==> src/hw/rtl/dsa_pkg.sv <==
// Shared types, codes and constants for the descriptor slot allocator.
package dsa_pkg;

    // Command codes
    localparam logic [1:0] CMD_ALLOC     = 2'd0;
    localparam logic [1:0] CMD_FREE_IDX  = 2'd1;
    localparam logic [1:0] CMD_FREE_ADDR = 2'd2;
    localparam logic [1:0] CMD_CLEAR     = 2'd3;

    // Status codes
    localparam logic [1:0] ST_DONE      = 2'd0;
    localparam logic [1:0] ST_EXHAUSTED = 2'd1;
    localparam logic [1:0] ST_INVALID   = 2'd2;

    // Configuration register indexes
    localparam logic [1:0] CFG_CAPACITY = 2'd0;
    localparam logic [1:0] CFG_SIZE     = 2'd1;
    localparam logic [1:0] CFG_CPU_BASE = 2'd2;
    localparam logic [1:0] CFG_GPU_BASE = 2'd3;

    // Field widths
    localparam int CAP_W  = 11;
    localparam int SIZE_W = 9;
    localparam int ADDR_W = 64;
    localparam int FIDX_W = 32;
    localparam int SIDX_W = 10;
    localparam int LIVE_W = 11;
    localparam int OFF_W  = 32;

    // Reset values
    localparam logic [CAP_W-1:0]  RST_CAPACITY = 11'd1024;
    localparam logic [SIZE_W-1:0] RST_SIZE     = 9'd32;

    localparam int DEF_MAX_SLOTS = 1024;

    typedef logic [ADDR_W-1:0] t_addr;

endpackage

==> src/hw/rtl/dsa_div.sv <==
// Restoring divider, one quotient bit per cycle: 32-bit offset by slot size.
module dsa_div
    import dsa_pkg::*;
(
    input  logic              i_clk,
    input  logic              i_rst_n,
    input  logic              i_start,
    input  logic [OFF_W-1:0]  i_dividend,
    input  logic [SIZE_W-1:0] i_divisor,
    output logic              o_done,
    output logic [OFF_W-1:0]  o_quotient
);

    localparam int CNT_W = $clog2(OFF_W);

    logic              r_run;
    logic              r_done;
    logic [CNT_W-1:0]  r_cnt;
    logic [SIZE_W-1:0] r_rem;
    logic [SIZE_W-1:0] r_div;
    logic [OFF_W-1:0]  r_quo;

    logic [SIZE_W:0]   w_trial;
    logic              w_ge;
    logic [SIZE_W:0]   w_diff;

    assign w_trial = {r_rem, r_quo[OFF_W-1]};
    assign w_ge    = w_trial >= {1'b0, r_div};
    assign w_diff  = w_trial - {1'b0, r_div};

    always_ff @(posedge i_clk) begin
        if (!i_rst_n) begin
            r_run  <= 1'b0;
            r_done <= 1'b0;
            r_cnt  <= '0;
        end else begin
            r_done <= 1'b0;
            if (i_start) begin
                r_run <= 1'b1;
                r_cnt <= '0;
            end else if (r_run) begin
                r_cnt <= r_cnt + 1'b1;
                if (r_cnt == CNT_W'(OFF_W - 1)) begin
                    r_run  <= 1'b0;
                    r_done <= 1'b1;
                end
            end
        end
    end

    // remainder stays below the divisor, so it fits in SIZE_W bits
    always_ff @(posedge i_clk) begin
        if (i_start) begin
            r_quo <= i_dividend;
            r_rem <= '0;
            r_div <= i_divisor;
        end else if (r_run) begin
            r_quo <= {r_quo[OFF_W-2:0], w_ge};
            r_rem <= w_ge ? w_diff[SIZE_W-1:0] : w_trial[SIZE_W-1:0];
        end
    end

    assign o_done     = r_done;
    assign o_quotient = r_quo;

endmodule

==> config.mk <==
export PLATFORM = sky130hd
export DESIGN_NAME = dsa_div
export DESIGN_NICKNAME = d
export VERILOG_FILES = /design/src/hw/rtl/dsa_pkg.sv /design/src/hw/rtl/dsa_div.sv
export SDC_FILE = /design/constraint.sdc
export NUM_CORES = 1
export LEC_CHECK = 0
export ABC_CLOCK_PERIOD_IN_PS = 3300
export BUFFER_PORTS_ARGS = -buffer_cell sky130_fd_sc_hd__clkbuf_2
export CORE_MARGIN = 1
export CORE_UTILIZATION = 35
export DETAILED_ROUTE_END_ITERATION = 8
export SYNTH_ARGS = -nofsm -noshare
export SYNTH_HDL_FRONTEND = slang
export SYNTH_SLANG_ARGS = --single-unit
==> constraint.sdc <==
create_clock -name i_clk -period 3.3 [get_ports i_clk]
set_input_delay 0.165 -clock i_clk [delete_from_list [all_inputs] [get_ports i_clk]]
set_output_delay 0.165 -clock i_clk [all_outputs]
set_load 0.005 [all_outputs]
# ---- After elaboration in Yosys (flattened, before gate mapping)
# Cells that the tools add are included.
dict set report word_totals {
  out_inout_bits 33
  wordCells 22
  register_bits 57
  inputBits 44
}
dict set report op_classes {
  n_lt_le_gt_ge 1
  eq_ne 1
  bitwise_logic 2
  mux 7
  n_reduce_logical 3
  n_addsub 2
}
# cell count
set ops {}
lappend ops {{two-way mux 32 bit} 2}
lappend ops {{>= comparator 10 x 9 -> 1 bit} 1}
lappend ops {{two-way mux 9 bit} 1}
lappend ops {{subtractor 9 bit} 1}
lappend ops {{adder 5 x 1 -> 5 bit (second input constant)} 1}
lappend ops {{== test 5 bit (second input constant)} 1}
lappend ops {{two-way mux 1 bit} 4}
lappend ops {{OR reduction 3 bit} 1}
lappend ops {{NOT 1 bit} 2}
lappend ops {{nonzero test 2 bit} 1}
lappend ops {{OR reduction 2 bit} 1}

# ---- Longest topological paths before layout
# Gate-level depths: netlist of run 1.
dict set report logic_depth {
  ltp_word 4
  ltp_mapped 10
  depth_no_buf 9
}

# ---- Worst setup path before layout of run 1
# OpenSTA, ideal clock, no wires.
dict set report synth_timing {
  path_kind {reg2reg}
  start {register r_quo[31], in the netlist o_quotient[31]}
  end {register r_rem[1]}
  path_stages_with_launch 11
  arrival_ps 2222
  slack_ps 939
  path_buffers 1
  required_ps 3161
  setup_time_ps 139
  synth_period_minus_slack_ps 2361
  cell_sequence {edfxtp_1 -> inv_1 -> ha_1 -> inv_1 -> fa_1 -> a211oi_1 -> o21a_1 -> o211a_2 -> buf_4 -> mux2i_1 -> a211oi_1}
}
dict set report synth_between {
  elab_chain_len 2
  elab_cells_between_ends 3
  classes_between {1 x add/sub; 1 x order compare; 1 x mux}
}
# element line
set synth_lines {}
lappend synth_lines {{start: declaration} dsa_div.sv:21} ;# logic [OFF_W-1:0] r_quo;
lappend synth_lines {{start signal: assignment} dsa_div.sv:54} ;# r_quo <= i_dividend;
lappend synth_lines {{start signal: assignment} dsa_div.sv:58} ;# r_quo <= {r_quo[OFF_W-2:0], w_ge};
lappend synth_lines {{subtractor 9 bit / >= comparator 10 x 9 -> 1 bit (equally long branches)} {dsa_div.sv:29, dsa_div.sv:28}}
lappend synth_lines {{two-way mux 9 bit *} dsa_div.sv:59} ;# r_rem <= w_ge ? w_diff[SIZE_W-1:0] : w_trial[SIZE_W-1:0];
lappend synth_lines {{end signal: assignment} dsa_div.sv:59}
lappend synth_lines {{end: declaration} dsa_div.sv:19} ;# logic [SIZE_W-1:0] r_rem;
# Mark *: on every way between the ends. The rest lies on a longest branch, timed or not.
# A chain may end at the register's enable or synchronous reset.

# ---- Worst setup path after layout of run 1
dict set report layout_timing {
  start {register r_quo[31], in the netlist o_quotient[31]}
  end {register r_rem[8]}
}
# The elaborated chain is that of the path after synthesis.

==> impl_metrics.tcl, run 1 <==
set metrics [dict create \
    hold_violations 0 \
    dp_hpwl_um 3846 \
    clk_latency_ns 0.34 \
    coreArea_um2 7687 \
    synth_cell_type_count 41 \
    start_kind "flip-flop" \
    min_period_ns 2.664 \
    final_cell_mix "76 x clkbuf_2, 41 x edfxtp_1, 31 x mux2_2" \
    multi_input_area_um2 1134 \
    wl_um 5568 \
    vias_per_cell 4.803 \
    required_ns 3.54 \
    rsz0062_at_grt "false" \
    syn_inst 218 \
    critPathCaptureType "flip-flop" \
    fp.dieW_um 91.07 \
    synth_ff_type "edfxtp_1" \
    setup_tns_ns 0 \
    async_reset_ff_frac 0 \
    syn_to_final_growth_pct 26.54 \
    grt_pass1_wl_um 9011 \
    yosysWarnings 0 \
    portBuffers 76 \
    synth_sequential_area_ratio 0.5588 \
    cp.arrival_ns 2.90 \
    ant_nets 0 \
    fill_cells 747 \
    crit_fanout 14 \
    drt_iter0_drc 64 \
    drive_above_1_share 0.4175 \
    seqCellArea_um2 1551 \
    nets 360 \
    max_slew_margin 0.5045 \
    dieArea_um2 8293 \
    path_class "reg2reg" \
    diodes 0 \
    fp.dieH_um 91.07 \
    path_clk_slew_ns 0.07 \
    setup_viol 0 \
    grt_usage 0.1406 \
    synth_top_area_share 0.4434 \
    clock_sinks 57 \
    antenna_found_initial 0 \
    overflow 0 \
    h-tree-depth 3 \
    syn_avg_cell_area_um2 12.74 \
    slew_violations 0 \
    synth_seq_cells 57 \
    post_cts_buffers 0 \
    cts_buffer_depth 2 \
    via_count 1974 \
    cts_tree "built" \
    cts_root_buffer "clkbuf_8" \
    syn_nets 274 \
    drc 0 \
    p_leak_nw 1.499 \
    cap_violations 0 \
    synth_edf_count 41 \
    worst_pin_slew_ns 0.7433 \
    floorplan.initialDensity 0.3612 \
    wl_per_cell_um 13.55 \
    rows 32 \
    p_per_area_nw_per_um2 526.3 \
    fin_util 0.4570 \
    outcome "finished, final reports clean" \
    ir_worst_vdd_v 0.0002867 \
    drtPass1Iterations 4 \
    grt_max_degree 33 \
    period_share 0.8073 \
    synthesis.area_um2 2776 \
    min-delay-path-class "in2reg" \
    io-pin-count 77 \
    gp_congestion 0.7384 \
    grt_pass1_vias 1886 \
    synth.area.top_cells "edfxtp_1 44%, mux2_2 13%, dfxtp_1 12%" \
    fin_worst_skew_ns 0.01013 \
    max_freq_mhz 375.4 \
    mostFrequentLayoutCell "clkbuf_2" \
    cts_buffers 9 \
    yosysTopAreaCell "edfxtp_1" \
]
-- logic make-up (layout without fill, tap and decap cells) --
family	Yosys count	after routing	share of synthesized area
buf+inv	23	114	0.03290
compound gates	30	30	0.07931
xor+xnor	7	7	0.02208
mux	40	40	0.1582
simple gates	49	49	0.09194
fa+ha+maj	12	12	0.05678
flops	57	57	0.5588
-- flip-flops by register name, summed over array words and instances, names as in the netlist --
register	cells
r_rem	9
o_quotient	32
r_run	1
r_cnt	5
o_done	1
r_div	9
-- per-layer routing --
layer  up-vias  GRT usage  wire (µm)
li1        982          -          -
met1       932     0.1778       2594
met2        52     0.2134       2523
met3         8    0.06533        380
met4         0    0.04365         69
met5         -          0          0
-- what timing repair did --
action | in CTS | in global routing
hold buffers | 6 | 1
endpoints found under the setup margin | 0 | 0
hold endpoints to repair | 6 | 1
gates resized for setup | 0 | 0
-- final timing paths --
check	endpoint	depth (start not counted)	startpoint	slack [ns]
hold reg to reg	r_rem[5]$_SDFFE_PP0P_	2	r_rem[4]$_SDFFE_PP0P_	0.51
setup reg to reg	r_rem[8]$_SDFFE_PP0P_	9	o_quotient[31]$_DFFE_PP_	0.64
setup / recovery	r_rem[8]$_SDFFE_PP0P_	9	o_quotient[31]$_DFFE_PP_	0.64
hold / removal	r_div[8]$_DFFE_PP_	1	i_divisor[8]	0.02
-- critical path: stages (launching register included) --
cell,delay [ns]
edfxtp_1,0.41
inv_1,0.08
ha_1,0.16
inv_1,0.06
fa_1,0.40
a211oi_1,0.39
o21a_1,0.25
o211a_2,0.42
nand2_1,0.12
a311oi_2,0.27
-- metrics by stage --
stage                     setup WS, ns  hold WS (ns)  std cells  cell area, µm²  total power (W)
final                           0.6360       0.01949        411            3513         0.001849
after global routing            0.4553      0.002216        411            3513         0.001947
after CTS                       0.6737      0.001860        410            3503         0.001873
after detailed placement        0.6964        0.3441        388            3257         0.001230
after global placement          0.7928        0.3422        388            3257         0.001225
after floorplan                 0.9389        0.2639        218            2776         0.001114
-- cells in the mapped netlist (all sizes together) (2+ instances only) --
library cell and count:
a21oi 6, and3 2, mux2 31, nand4b 2, o211ai 2, mux2i 9, o21ai 3, o21a 2
ha 11, clkbuf 6, buf 4, a21o 2, a311oi 4, edfxtp 41, nand2b 2, xnor2 2
a211oi 7, or3 2, nor2 18, a31o 2, nand3 2, inv 13, dfxtp 16, nand2 8
nor4b 2, xor2 5, or2 3
-- cell type report --
| cell class | instances | share of cell area |
|---|---|---|
| Clock buffer | 10 | 0.03632 |
| Multi-Input combinational cell | 138 | 0.3227 |
| Sequential cell | 57 | 0.4416 |
| Inverter | 13 | 0.01389 |
| Clock inverter | 6 | 0.01674 |
| Tap cell | 102 | 0.03632 |
| Timing Repair Buffer | 85 | 0.1325 |
-- power by group --
| group | total (W) | leakage (nW) | internal (W) | switching (W) |
|---|---|---|---|---|
| combinational | 0.000341 | 0.866 | 0.000172 | 0.000169 |
| sequential | 0.000881 | 0.541 | 0.000846 | 0.0000356 |
| clock | 0.000627 | 0.0913 | 0.000343 | 0.000283 |
| total | 0.00185 | 1.50 | 0.00136 | 0.000488 |
No activity file was read; power rests on OpenSTA's default activity.
==> run 2, diff against run 1 <==
ABC_CLOCK_PERIOD_IN_PS = 2600   (was 3300)
clock period = 2.6 ns   (was 3.3 ns; I/O delays follow)
==> run 2 against run 1 <==
Combinational power is 29% higher. Wire length is 0.11% lower. Cell count is 0.73% higher. Via count is 0.10% higher. Sequential power is 27% higher. Non-clock buffer count is 3 higher. Fmax is 12% higher. Worst hold slack better by 0.011 ns. Clock skew hardly changed. Critical path type unchanged. Largest power group unchanged.
==> impl_metrics.tcl, run 2 (synthesis gave the netlist of run 1 again) <==
set metrics [dict create \
    outcome "finished, final reports clean" \
    cts_tree "built" \
    reg2reg_from "o_quotient[31]$_DFFE_PP_" \
    hold_depth 2 \
    nets 363 \
    final_cell_area_um2 3570 \
    grt_max_degree 53 \
    max_stage_delay_ns 0.41 \
    crit_start "o_quotient[31]$_DFFE_PP_" \
    h-tree-depth 3 \
    floorplan.initialDensity 0.3612 \
    ant_nets 0 \
    period_share 0.9118 \
    p_leak_nw 1.524 \
    via_count 1976 \
    fill_cells 728 \
    path_clk_slew_ns 0.07 \
    min_period_ns 2.371 \
    timing.rr.end "r_rem[1]$_SDFFE_PP0P_" \
    drive_above_1_share 0.4135 \
    antenna_found_initial 0 \
    wl_um 5562 \
    cts_buffers 9 \
    rr_worst_depth 9 \
    placed_cell_area_um2 3264 \
    required_ns 2.78 \
    min-delay-path-class "in2reg" \
    max_freq_mhz 421.8 \
    io-pin-count 77 \
    syn_to_final_growth_pct 28.57 \
    dieArea_um2 8293 \
    grt_usage 0.1461 \
    fp.dieW_um 91.07 \
    setup_tns_ns 0 \
    final_cell_mix "76 x clkbuf_2, 41 x edfxtp_1, 31 x mux2_2" \
    wl_per_cell_um 13.43 \
    hold_start "i_rst_n" \
    clk_latency_ns 0.34 \
    cp.arrival_ns 2.55 \
    drtPass1Iterations 4 \
    grt_pass1_vias 2050 \
    gp_congestion 0.7626 \
    ir_worst_vdd_v 0.0003352 \
    rows 32 \
    p_per_area_nw_per_um2 687.5 \
    slew_violations 0 \
    worst_pin_slew_ns 0.7513 \
    clock_sinks 57 \
    setup_viol 0 \
    dp_hpwl_um 3675 \
    post_cts_buffers 0 \
    cap_violations 0 \
    max_slew_margin 0.4992 \
    fin_worst_skew_ns 0.01048 \
    cp_slowest_cell "edfxtp_1" \
    coreArea_um2 7687 \
    critPathCaptureType "flip-flop" \
    drc 0 \
    cts_buffer_depth 2 \
    rrSetupSlack_ns 0.23 \
    start_kind "flip-flop" \
    diodes 0 \
    rsz0062_at_grt "false" \
    portBuffers 76 \
    drt_iter0_drc 67 \
    vias_per_cell 4.773 \
    crit_fanout 14 \
    hold_violations 0 \
    overflow 0 \
    mostFrequentLayoutCell "clkbuf_2" \
    largest_reg_flops 32 \
    min_delay_worst_endpoint "r_run$_SDFF_PN0_" \
    path_cells "inv_1 -> ha_1 -> inv_1 -> fa_1 -> a211oi_1 -> o21a_1 -> o211a_4 -> mux2i_1 -> a211oi_1" \
    path_class "reg2reg" \
    grt_pass1_wl_um 9404 \
    fp.dieH_um 91.07 \
    cts_root_buffer "clkbuf_8" \
]
-- run 2: cell count changes in the layout (fill, tap and decap cells not counted) --
cell | previous run | this run
clkinv_4 | 1 | 0
o211a_4 | 0 | 1
inv_6 | 0 | 1
bufinv_16 | 1 | 2
clkinvlp_4 | 1 | 0
clkbuf_1 | 1 | 0
o211a_2 | 1 | 0
clkinv_1 | 2 | 4
dlygate4sd3_1 | 7 | 9
buf_4 | 2 | 3
clkinv_2 | 1 | 0
-- run 2: what timing repair did --
item	4_1_cts	5_1_grt
endpoints found under the hold margin	9	0
endpoints found under the setup margin	0	8
hold buffers	9	0
gates resized for setup	0	1
-- run 2: area by class of cell --
type	instances	area, µm²	share of cell area
inverter	13	48.80	0.01367
timing repair buffer	88	493.0	0.1381
clock buffer	9	123.9	0.03470
sequential	57	1551	0.4346
tap	102	127.6	0.03575
multi-input combinational	138	1141	0.3197
clock inverter	7	83.83	0.02348
-- run 2: worst max-delay path: cells and delay by family (launching register included) --
| family | cells | cell delay (ns) |
|---|---|---|
| compound gates | 4 | 0.92 |
| fa+ha+maj | 2 | 0.55 |
| flops | 1 | 0.41 |
| mux | 1 | 0.22 |
| buf+inv | 2 | 0.13 |
-- run 2: where the power goes --
part           leakage [nW]  switching, W  internal (W)
Sequential            0.541     0.0000454       0.00107
Clock                 0.104      0.000364      0.000530
Combinational         0.879      0.000215      0.000226
-- run 2: metrics by stage --
stage          total power (W)  setup WS, ns    util  instances  hold slack [ns]
5_1_grt               0.002576       0.06738  0.4644        414          0.01645
3_3_place_gp          0.001558        0.1881  0.4246        389           0.3085
6_report              0.002454        0.2294  0.4644        414          0.03023
4_1_cts               0.002475       0.07174  0.4634        414          0.02059
2_1_floorplan         0.001415        0.2389       -        218           0.2289
3_5_place_dp          0.001563        0.1157  0.4246        389           0.3095
-- run 2: layer usage --
| metal | share of wire | wire (µm) | GRT usage |
|---|---|---|---|
| met1 | 0.45 | 2516 | 0.1819 |
| met5 | 0 | 0 | 0 |
| met4 | 0.018 | 101 | 0.06878 |
| met3 | 0.074 | 413 | 0.04774 |
| met2 | 0.46 | 2531 | 0.2292 |
-- run 2: how the worst max path moves through the flow --
stage,to,depth (start not counted),slack [ns]
after floorplan,r_rem[1]$_SDFFE_PP0P_,10,0.24
after global placement,r_rem[4]$_SDFFE_PP0P_,9,0.19
after detailed placement,r_rem[1]$_SDFFE_PP0P_,9,0.12
after CTS,r_rem[1]$_SDFFE_PP0P_,9,0.07
after global routing,r_rem[1]$_SDFFE_PP0P_,9,0.07
final,r_rem[1]$_SDFFE_PP0P_,9,0.23
==> run 3, diff against run 2 <==
--- a/config.mk
+++ b/config.mk
@@ -6,5 +6,4 @@
 export NUM_CORES = 1
 export LEC_CHECK = 0
-export ABC_CLOCK_PERIOD_IN_PS = 2600
 export BUFFER_PORTS_ARGS = -buffer_cell sky130_fd_sc_hd__clkbuf_2
 export CORE_MARGIN = 1
==> constraint.sdc (replaced) <==
create_clock -name i_clk -period 2.6 [get_ports i_clk]
set_input_delay 0.39 -clock i_clk [delete_from_list [all_inputs] [get_ports i_clk]]
set_output_delay 0.39 -clock i_clk [all_outputs]
set_load 0.005 [all_outputs]
==> run 3 against run 2 <==
Combinational power shrank 2%. Utilization shrank 1.4 points. Clock power shrank 9.4%. Sequential share of layout area grew 1.3 points. Sequential power is essentially flat. Power shrank 3.9%. Global-route usage shrank 0.63 points. Critical endpoint is now r_rem[8]$_SDFFE_PP0P_. Cell area shrank 2.9%. Clock skew shrank 0.0036 ns. Via count shrank 2.4%. Fmax shrank 0.51%.
==> impl_metrics.tcl, run 3 (synthesis gave the netlist of run 1 again) <==
set metrics [dict create \
    outcome "finished, final reports clean" \
    gp_congestion 0.7697 \
    slew_violations 0 \
    cap_violations 0 \
    syn_to_final_growth_pct 24.79 \
    drc 0 \
    rsz0062_at_grt "false" \
    path_class "reg2reg" \
    wl_um 5415 \
    io-pin-count 77 \
    ir_worst_vdd_v 0.0002557 \
    cts_root_buffer "clkbuf_8" \
    coreArea_um2 7687 \
    power_w 0.002358 \
    grt_max_degree 53 \
    floorplan.initialDensity 0.3612 \
    grt_usage 0.1399 \
    rows 32 \
    max_slew_margin 0.4988 \
    p_leak_nw 1.478 \
    hold_violations 0 \
    overflow 0 \
    path_clk_slew_ns 0.07 \
    rrSetupSlack_ns 0.22 \
    drtPass1Iterations 4 \
    grt_pass1_wl_um 9032 \
    path_delay_family "simple AND/OR/NAND/NOR gates" \
    via_count 1929 \
    diodes 0 \
    worst_pin_slew_ns 0.7517 \
    min-delay-path-class "in2reg" \
    setup_tns_ns 0 \
    clock_sinks 57 \
    mostFrequentLayoutCell "clkbuf_2" \
    cpMostUsedCell "or3_1" \
    cts_tree "built" \
    cts_buffer_depth 2 \
    required_ns 2.84 \
    drt_iter0_drc 63 \
    crit_fanout 14 \
    cp.arrival_ns 2.63 \
    largest_reg_flops 32 \
    dieArea_um2 8293 \
    cts_buffers 9 \
    fill_cells 740 \
    start_kind "flip-flop" \
    fin_worst_skew_ns 0.006864 \
    setup_viol 0 \
    nets 354 \
    antenna_found_initial 0 \
    vias_per_cell 4.763 \
    max_stage_delay_ns 0.45 \
    min_period_ns 2.383 \
    ant_nets 0 \
    wl_per_cell_um 13.37 \
    grt_pass1_vias 1946 \
    clk_latency_ns 0.33 \
    p_per_area_nw_per_um2 680.7 \
    cp_slowest_cell "or3_1" \
    h-tree-depth 3 \
    max_freq_mhz 419.7 \
    fp.dieW_um 91.07 \
    fp.dieH_um 91.07 \
    portBuffers 76 \
    drive_above_1_share 0.4389 \
    path_cells "inv_1 -> ha_1 -> nand4b_1 -> or3_1 -> o211a_4 -> or3_1 -> a311oi_2" \
    critPathCaptureType "flip-flop" \
    dp_hpwl_um 3653 \
    cp_num_buf_inv 1 \
    final_cell_mix "76 x clkbuf_2, 41 x edfxtp_1, 31 x mux2_2" \
    whs_ns 0.2312 \
    period_share 0.9164 \
]
## run 3: changes by cell type in the layout (fill, tap and decap cells not counted)
cell / change
clkinv_1: -4
clkinv_2: +3
dlygate4sd3_1: -9
bufinv_16: -1
clkinvlp_4: +2
## run 3: cell type report
class                      count  area (µm²)  share of cell area
clock buffer                   9       123.9             0.03575
clock inverter                 7       68.82             0.01986
inverter                      13       48.80             0.01408
multi-input combinational    138        1141              0.3294
sequential                    57        1551              0.4478
tap                          102       127.6             0.03684
timing repair buffer          79       402.9              0.1163
## run 3: through the flow
| stage | instance area, µm² | setup WS (ns) | instances | util |
|---|---|---|---|---|
| final | 3465 | 0.2173 | 405 | 0.4507 |
| after global placement | 3264 | 0.1866 | 389 | 0.4246 |
| after floorplan | 2776 | 0.2389 | 218 | - |
| after detailed placement | 3264 | 0.1110 | 389 | 0.4246 |
| after CTS | 3457 | 0.09793 | 405 | 0.4497 |
| after global routing | 3465 | 0.03984 | 405 | 0.4507 |
## run 3: metal layers
layer / global-route usage / part of all wire / vias up / wire length, µm
met4: 0.06746 / 0.016 / 0 / 85
met3: 0.04606 / 0.067 / 8 / 363
met5: 0 / 0 / - / 0
met1: 0.1803 / 0.48 / 887 / 2580
met2: 0.2109 / 0.44 / 62 / 2386
li1: - / - / 972 / -
## run 3: final timing paths
check                             start                    end  cells after the start
hold / removal             i_divisor[2]     r_div[2]$_DFFE_PP_                      1
setup reg to reg     r_div[7]$_DFFE_PP_  r_rem[8]$_SDFFE_PP0P_                      7
hold reg to reg   r_rem[2]$_SDFFE_PP0P_  r_rem[2]$_SDFFE_PP0P_                      2
setup / recovery     r_div[7]$_DFFE_PP_  r_rem[8]$_SDFFE_PP0P_                      7
## run 3: report_power, final
group / leakage, nW / switching, W / total [W] / internal (W)
Sequential: 0.541 / 0.0000448 / 0.00112 / 0.00107
Clock: 0.0954 / 0.000370 / 0.000810 / 0.000440
Combinational: 0.842 / 0.000213 / 0.000430 / 0.000217
Total: 1.48 / 0.000628 / 0.00236 / 0.00173
## run 3: timing repair
action,in CTS,in global routing
buffers inserted,0,0
hold buffers,0,0
gates resized for setup,0,1
setup endpoints to repair,0,8
